### config.mk
export PLATFORM = sky130hd
export DESIGN_NAME = tblpm_ctrl
export DESIGN_NICKNAME = d
export VERILOG_FILES = /design/src/hw/rtl/tblpm_pkg.sv /design/src/hw/rtl/tblpm_ctrl.sv
export SDC_FILE = /design/constraint.sdc
export NUM_CORES = 1
export LEC_CHECK = 0
export BUFFER_PORTS_ARGS = -buffer_cell sky130_fd_sc_hd__buf_2
export CORE_UTILIZATION = 48
export CTS_CLUSTER_SIZE = 28
export DETAILED_ROUTE_END_ITERATION = 10
export HOLD_SLACK_MARGIN = 0.08
export PLACE_DENSITY_LB_ADDON = 0.3
export SETUP_SLACK_MARGIN = 0.05
export SLEW_MARGIN = 15
export SYNTH_ARGS = -nofsm -noshare
export SYNTH_HDL_FRONTEND = slang
export SYNTH_SLANG_ARGS = --single-unit
### constraint.sdc
create_clock -name clock -period 2.1 [get_ports clock]
set_input_delay 0.105 -clock clock [delete_from_list [all_inputs] [get_ports clock]]
set_output_delay 0.105 -clock clock [all_outputs]
set_load 0.02 [all_outputs]
### src/hw/rtl/tblpm_pkg.sv
// Shared types, constants and helper functions for the tree-bitmap LPM lookup unit.
// Used by the controller, the datapath and the top level; depends on nothing else.
`default_nettype none

package tblpm_pkg;

   // Table sizes.
   localparam int CAM_ENTRIES      = 64;
   localparam int NODE_STORE_DEPTH = 1024;
   localparam int SUBTRIE_DEPTH    = 1024;
   localparam int TRIE_KEY_BYTES   = 16;

   localparam int CAM_AW     = $clog2(CAM_ENTRIES);
   localparam int NODE_AW    = $clog2(NODE_STORE_DEPTH);
   localparam int SUB_AW     = $clog2(SUBTRIE_DEPTH);
   localparam int WORD_AW    = NODE_AW + 2;
   localparam int LVL_W      = $clog2(TRIE_KEY_BYTES + 1);
   localparam int MAX_TRIE   = TRIE_KEY_BYTES * 8;
   localparam int PTR_W      = 10;
   localparam int REC_W      = 2 * PTR_W;
   localparam int ACT_W      = 16;
   localparam int APTR_W     = ACT_W + 1;
   localparam int CNT_W      = 9;

   // Request kinds.
   localparam logic REQ_LOOKUP = 1'b0;
   localparam logic REQ_WRITE  = 1'b1;

   // Write targets.
   localparam logic [2:0] TGT_CAM_KEY    = 3'd0;
   localparam logic [2:0] TGT_CAM_INVERT = 3'd1;
   localparam logic [2:0] TGT_CAM_ROOT   = 3'd2;
   localparam logic [2:0] TGT_SUB_REC    = 3'd3;
   localparam logic [2:0] TGT_PREFIX     = 3'd4;
   localparam logic [2:0] TGT_CHILD      = 3'd5;
   localparam logic [2:0] TGT_ACTION     = 3'd6;

   typedef struct packed {
      logic        req_type;
      logic [2:0]  write_target;
      logic [9:0]  write_index;
      logic [1:0]  write_word;
      logic [63:0] write_data;
      logic [31:0] cam_key;
      logic [63:0] trie_key_high;
      logic [63:0] trie_key_low;
      logic [7:0]  key_length;
   } req_word_type;

   typedef struct packed {
      logic        hit;
      logic [20:0] forward_index;
   } rsp_word_type;

   // Commands from the controller to the datapath.
   typedef struct packed {
      logic             load_req;
      logic             wr_en;
      logic             cam_cmp;
      logic             cam_sel;
      logic             root_load;
      logic             rd_issue;
      logic [1:0]       rd_word;
      logic             cap_en;
      logic [1:0]       cap_word;
      logic             decide;
      logic             cnt_en;
      logic [1:0]       cnt_word;
      logic             next_lvl;
      logic             sub_load;
      logic             rsp_load;
      logic [LVL_W-1:0] lvl;
   } cmd_type;

   // Status from the datapath to the controller.
   typedef struct packed {
      logic cam_hit;
      logic walk_end;
   } sts_type;

   // Mask of the bits of word w that sit at bitmap positions below pos.
   function automatic logic [63:0] before_mask(input logic [1:0] w, input logic [7:0] pos);
      logic [63:0] m;
      if (w < pos[7:6]) begin
         m = {64{1'b1}};
      end else if (w == pos[7:6]) begin
         m = ~({64{1'b1}} >> pos[5:0]);
      end else begin
         m = '0;
      end
      return m;
   endfunction

   function automatic logic [6:0] popcount64(input logic [63:0] v);
      logic [6:0] n;
      n = '0;
      for (int i = 0; i < 64; i++) begin
         n = n + 7'(v[i]);
      end
      return n;
   endfunction

endpackage

`default_nettype wire

### src/hw/rtl/tblpm_ctrl.sv
// Controller state machine for the tree-bitmap LPM lookup unit.
// Depends on tblpm_pkg; drives the datapath through cmd_type and reads sts_type.
`default_nettype none

module tblpm_ctrl
   import tblpm_pkg::*;
(
   input  wire logic    clock,
   input  wire logic    reset,
   input  wire logic    req_valid,
   output logic         req_ready,
   input  wire logic    req_is_write,
   output logic         rsp_valid,
   input  wire logic    rsp_ready,
   input  wire sts_type sts,
   output cmd_type      cmd
);

   localparam logic [3:0] ST_IDLE    = 4'd0;
   localparam logic [3:0] ST_CAM_CMP = 4'd1;
   localparam logic [3:0] ST_CAM_SEL = 4'd2;
   localparam logic [3:0] ST_ROOT    = 4'd3;
   localparam logic [3:0] ST_READ    = 4'd4;
   localparam logic [3:0] ST_DECIDE  = 4'd5;
   localparam logic [3:0] ST_COUNT   = 4'd6;
   localparam logic [3:0] ST_NEXT    = 4'd7;
   localparam logic [3:0] ST_SUB     = 4'd8;
   localparam logic [3:0] ST_FINISH  = 4'd9;

   logic [3:0]       state_ff, state_in;
   logic [2:0]       wcnt_ff, wcnt_in;
   logic [LVL_W-1:0] lvl_ff, lvl_in;
   logic             rsp_valid_ff, rsp_valid_in;

   // Next state and command decode.
   always_comb begin
      state_in = state_ff;
      wcnt_in  = wcnt_ff;
      lvl_in   = lvl_ff;
      cmd      = '0;
      cmd.lvl  = lvl_ff;
      case (state_ff)
         ST_IDLE: begin
            if (req_valid) begin
               cmd.load_req = 1'b1;
               if (req_is_write) begin
                  cmd.wr_en = 1'b1;
                  state_in  = ST_FINISH;
               end else begin
                  state_in = ST_CAM_CMP;
               end
            end
         end
         ST_CAM_CMP: begin
            cmd.cam_cmp = 1'b1;
            state_in    = ST_CAM_SEL;
         end
         ST_CAM_SEL: begin
            if (sts.cam_hit) begin
               cmd.cam_sel = 1'b1;
               state_in    = ST_ROOT;
            end else begin
               state_in = ST_FINISH;
            end
         end
         ST_ROOT: begin
            cmd.root_load = 1'b1;
            lvl_in        = '0;
            wcnt_in       = '0;
            state_in      = ST_READ;
         end
         ST_READ: begin
            // Words are issued on counts 0..3 and captured on the count after each issue.
            cmd.rd_issue = (wcnt_ff != 3'd4);
            cmd.rd_word  = wcnt_ff[1:0];
            cmd.cap_en   = (wcnt_ff != 3'd0);
            cmd.cap_word = 2'(wcnt_ff - 3'd1);
            if (wcnt_ff == 3'd4) begin
               wcnt_in  = '0;
               state_in = ST_DECIDE;
            end else begin
               wcnt_in = wcnt_ff + 3'd1;
            end
         end
         ST_DECIDE: begin
            cmd.decide = 1'b1;
            state_in   = ST_COUNT;
         end
         ST_COUNT: begin
            cmd.cnt_en   = 1'b1;
            cmd.cnt_word = wcnt_ff[1:0];
            if (wcnt_ff == 3'd3) begin
               wcnt_in  = '0;
               state_in = ST_NEXT;
            end else begin
               wcnt_in = wcnt_ff + 3'd1;
            end
         end
         ST_NEXT: begin
            cmd.next_lvl = 1'b1;
            state_in     = sts.walk_end ? ST_FINISH : ST_SUB;
         end
         ST_SUB: begin
            cmd.sub_load = 1'b1;
            lvl_in       = lvl_ff + LVL_W'(1);
            state_in     = ST_READ;
         end
         ST_FINISH: begin
            if (!rsp_valid_ff || rsp_ready) begin
               cmd.rsp_load = 1'b1;
               state_in     = ST_IDLE;
            end
         end
         default: begin
            state_in = ST_IDLE;
         end
      endcase
   end

   // Output word valid: set on load, cleared when taken.
   always_comb begin
      if (cmd.rsp_load) begin
         rsp_valid_in = 1'b1;
      end else if (rsp_ready) begin
         rsp_valid_in = 1'b0;
      end else begin
         rsp_valid_in = rsp_valid_ff;
      end
   end

   always_ff @(posedge clock) begin
      if (reset) begin
         state_ff     <= ST_IDLE;
         wcnt_ff      <= '0;
         lvl_ff       <= '0;
         rsp_valid_ff <= 1'b0;
      end else begin
         state_ff     <= state_in;
         wcnt_ff      <= wcnt_in;
         lvl_ff       <= lvl_in;
         rsp_valid_ff <= rsp_valid_in;
      end
   end

   assign req_ready = (state_ff == ST_IDLE);
   assign rsp_valid = rsp_valid_ff;

   // A waiting word is never overwritten.
   a_no_overwrite: assert property (@(posedge clock) disable iff (reset)
      cmd.rsp_load |-> (!rsp_valid_ff || rsp_ready))
      else $error("result word overwritten before it was taken");

   // The walk never goes past the last trie level.
   a_lvl_bound: assert property (@(posedge clock) disable iff (reset)
      lvl_ff <= LVL_W'(TRIE_KEY_BYTES))
      else $error("trie level out of range");

   // An accepted word makes the input side busy in the next cycle.
   a_busy_after_accept: assert property (@(posedge clock) disable iff (reset)
      (req_valid && req_ready) |=> !req_ready)
      else $error("input accepted twice in a row");

   // The word counter stays within the four bitmap words plus the capture slot.
   a_wcnt_bound: assert property (@(posedge clock) disable iff (reset)
      wcnt_ff <= 3'd4)
      else $error("word counter out of range");

endmodule

`default_nettype wire

## Word level (Yosys, flattened, before mapping)

Index checks and enable logic that the tools add are counted.

| cells by class | value |
|---|---|
| reductions and logical operators | 9 |
| add/sub/neg operators | 3 |
| muxes and demuxes | 28 |
| equality and inequality tests | 16 |

Operators with widths:

| operator | number |
|---|---|
| case mux 4 bit (9 select lines) | 1 |
| two-way mux 4 bit | 6 |
| == test 4 x 3 -> 1 bit, second input constant | 4 |
| two-way mux 1 bit | 13 |
| case mux 5 bit (2 select lines) | 1 |
| two-way mux 3 bit | 3 |
| case mux 3 bit (3 select lines) | 1 |
| == test 4 x 2 -> 1 bit, second input constant | 2 |
| == test 4 bit, second input constant | 2 |
| != test 2 bit, second input constant | 4 |
| two-way mux 6 bit | 1 |
| nonzero test 3 bit | 2 |
| adder 5 x 1 -> 5 bit, second input constant | 1 |
| == test 4 x 1 -> 1 bit, second input constant | 1 |
| logical NOT 4 bit | 1 |
| two-way mux 2 bit | 2 |
| AND reduction 4 bit | 1 |
| nonzero test 2 bit | 2 |
| adder 3 x 1 -> 3 bit, second input constant | 1 |
| == test 3 x 2 -> 1 bit, second input constant | 1 |
| == test 3 bit, second input constant | 1 |
| != test 3 bit, second input constant | 1 |
| OR reduction 2 bit | 1 |
| subtractor 2 x 1 -> 2 bit, second input constant | 1 |
| 2 further kinds | 2 |

| storage, ports and cells | value |
|---|---|
| output and inout bits | 25 |
| flip-flop bits (word level) | 13 |

## Logic depth before layout (Yosys ltp)

| depth | value |
|---|---|
| word-level depth | 5 |
| gate-level depth with buffers | 6 |
| depth with buffers taken out | 6 |

## Worst setup path after synthesis

OpenSTA, ideal clock, no wires.

| timing path | value |
|---|---|
| kind | flip-flop to output port |
| start point | reg state_ff[2] |
| end point | out cmd[21] (netlist bit) |
| arrival time | 1.816 ns |
| cell stages (with the launch flop) | 5 |
| setup slack | 0.179 ns |
| buffers on the path | 2 |
| cells stage by stage | dfxtp_1 -> buf_4 -> clkbuf_1 -> nor4_1 -> and3_1 |

RTL lines:

| what | RTL line | text |
|---|---|---|
| start, declared | tblpm_ctrl.sv:30 | `logic [3:0] state_ff, state_in;` |
| start signal, assigned | tblpm_ctrl.sv:138 | `state_ff <= state_in;` |
| end, declared | tblpm_ctrl.sv:16 | `output cmd_type cmd` |

==> flow_metrics.py <==
metrics = {
    "run_status": {
        "status": "finished clean",
    },
    "worst_setup_path": {
        "start_kind": "flip-flop",
        "critPathArrivalTime_ns": 1.84,
        "crit_required_ns": 2.00,
        "path_class": "flip-flop to primary output",
        "critical_path.max_fanout": 15,
        "end_kind": "primary output",
    },
    "floorplan": {
        "initial_utilization_pct": 52.1,
        "rows": 15,
        "coreArea_um2": 1750,
        "die_h_um": 45.5,
        "dieArea_um2": 2070,
        "die_w_um": 45.5,
        "ios": 32,
    },
    "power_and_ir_drop": {
        "power.combinational.fraction_pct": 50.4,
        "p_int_mw": 0.566,
        "power_frac_clock_pct": 14.8,
        "p_switching_mw": 0.467,
        "netSwitchingFraction_pct": 45.2,
        "leakage_nw": 0.456,
        "p_seq_share_pct": 34.9,
        "powerDensity_nw_per_um2": 954,
        "ir_drop_v": 0.000641,
    },
    "timing": {
        "tightest_slew_ns": 0.509,
        "setup_ws_ns": 0.159,
        "max_freq_mhz": 515,
        "rsz0062_at_grt": "no",
        "period_needed_ns": 1.94,
        "hold_viol_final": 0,
        "final_max_slew_viol_count": 0,
        "setup_violations": 0,
        "slew_headroom_pct": 65.9,
        "tns_ns": 0,
        "fin_worst_skew_ns": 0.00569,
        "fin_crit_sh_pct": 92.4,
    },
    "logic_synthesis": {
        "syn_nets": 123,
        "seq_area_frac_synth_pct": 28.6,
        "syn_avg_cell_area_um2": 8.19,
        "synth_warnings": 0,
        "netlist_instances": 111,
        "netlist_area_um2": 910,
        "synth_seq_cells": 13,
        "synth.distinct_cells": 37,
    },
    "clock_tree": {
        "postCtsSetupRepairBufs": 0,
        "ctsHoldBuffers": 0,
        "cts_buffers": 3,
        "clkTransAtPathRegs_ns": 0.08,
        "htree_levels": 1,
        "cts_tree": "yes",
        "clock_path_buffers": 2,
        "clock-sinks": 13,
        "clk-insertion-delay-late_ns": 0.28,
        "cts_resized": 0,
        "root_buffer": "clkbuf_4",
    },
    "global_routing": {
        "grt_pass1_wl_mm": 3.37,
        "track_usage_pct": 22.7,
        "grt.overflow.total": 0,
        "grt_pass1_vias": 804,
        "grt_max_degree": 16,
        "antenna_found_initial": 0,
    },
    "routing": {
        "viasPerCell": 5.63,
        "ant_nets": 0,
        "totalWireLength_mm": 2.05,
        "first_pass_iters": 4,
        "drc": 0,
        "drt-wirelength-per-cell_um": 12.5,
        "vias": 923,
        "drtIter0Drc": 20,
    },
    "run": {
        "drv_cap": 0,
    },
    "placement": {
        "dp_hpwl_mm": 1.57,
        "port-buffer-count": 31,
        "dp_slack_ns": 0.261,
        "place.gp.congestion": 0.764,
    },
    "layout": {
        "fin_util_pct": 62.0,
        "area_growth_pct": 19.0,
        "layout-drive-gt1-share_pct": 32.4,
        "nFillCells": 150,
        "antenna_cells": 0,
        "finalNetCount": 152,
    },
    "hold_path": {
        "hold_class": "primary input to flip-flop",
    },
}
## area by class of cell
type | count | area (um^2) | area share [%]
Multi-Input combinational cell | 82 | 563 | 52.0
Timing Repair Buffer | 34 | 178 | 16.4
Clock buffer | 4 | 26.3 | 2.43
Sequential cell | 13 | 262 | 24.2
Tap cell | 25 | 31.3 | 2.89
Inverter | 6 | 22.5 | 2.08
## registers in the layout, indices dropped and copies added (netlist names)
signal and count:
rsp_valid 1, state_ff 4, lvl_ff 5, wcnt_ff 3
## layer usage
metal	track usage (%)	routed length (um)	vias to the layer above	part of all wire, %
met1	27.5	882	423	43
met4	19.4	60	0	2.9
met5	0	0	-	0
met2	34.6	1010	31	49
met3	3.57	102	6	5.0
li1	-	-	463	-
## placed cells by master (no fill, tap or decap), types with 2 or more instances in the layout
cell / count
inv_1: 6
nor3_1: 6
o32ai_1: 2
buf_2: 31
nor4_1: 3
or3b_2: 2
clkbuf_4: 3
ha_1: 5
nand2b_1: 5
a21oi_1: 9
nand3b_1: 2
nand3_1: 3
nand2_1: 6
nor4b_1: 2
nor2b_1: 2
nor2_1: 14
dfxtp_1: 12
a311oi_1: 3
buf_4: 3
a41oi_1: 2
## logic make-up after synthesis
family	count (synthesis)	synth area share [%]
flops	13	28.6
fa+ha+maj	5	6.88
simple gates	52	33.3
buf+inv	16	9.49
compound gates	25	21.7
## power groups by stage
stage	registers, mW	clock network [mW]	logic [mW]
2_1_floorplan	0.317	0	0.452
3_3_place_gp	0.358	0	0.506
3_5_place_dp	0.361	0	0.520
4_1_cts	0.355	0.156	0.522
5_1_grt	0.369	0.168	0.574
6_report	0.360	0.152	0.520
## stage by stage
| step | power [mW] | std cells | instance area, um^2 | hold slack (ns) |
|---|---|---|---|---|
| finish | 1.03 | 164 | 1080 | 0.126 |
| floorplan | 0.769 | 111 | 910 | 0.184 |
| global route | 1.11 | 164 | 1080 | 0.133 |
| detailed placement | 0.882 | 160 | 1050 | 0.413 |
| global placement | 0.865 | 160 | 1050 | 0.395 |
| CTS | 1.03 | 164 | 1080 | 0.121 |
## synth_stat cells (all sizes together)
cell type  count  area, um^2
a211oi         1        7.51
a21bo          1        10.0
a21boi         1        7.51
a21o           1        7.51
a21oi          9        45.0
a221oi         1        8.76
a311oi         3        26.3
a31oi          1        6.26
a41oi          2        17.5
and2           2        13.8
and3           1        6.26
buf            7        52.5
clkbuf         3        11.3
dfxtp         13         260
ha             5        62.6
inv            6        22.5
nand2          6        22.5
nand2b         6        40.0
nand3          3        15.0
nand3b         2        15.0
nor2          14        52.6
nor2b          2        12.5
nor3           6        30.0
nor4           3        18.8
nor4b          3        41.3
o211ai         1        7.51
o31a           1        8.76
o32ai          3        45.1
or3b           2        17.5
or4            1        7.51
or4b           1        10.0
## worst max-delay path, cell delays in order (launching register included)
cell and delay [ns]:
dfxtp_1 0.45, or4b_1 0.73, a21oi_1 0.20, buf_2 0.19
## path summary, 6_finish.rpt
kind                             startpoint          end  slack (ns)  depth (start not counted)
worst min register to register   wcnt_ff[0]   wcnt_ff[0]        0.49                          2
worst max-delay path            state_ff[3]      cmd[14]        0.16                          3
worst min-delay path                 sts[0]  state_ff[0]        0.13                          3
worst max register to register  state_ff[3]  state_ff[0]        0.22                          4
Power figures use the tool's default switching activity.
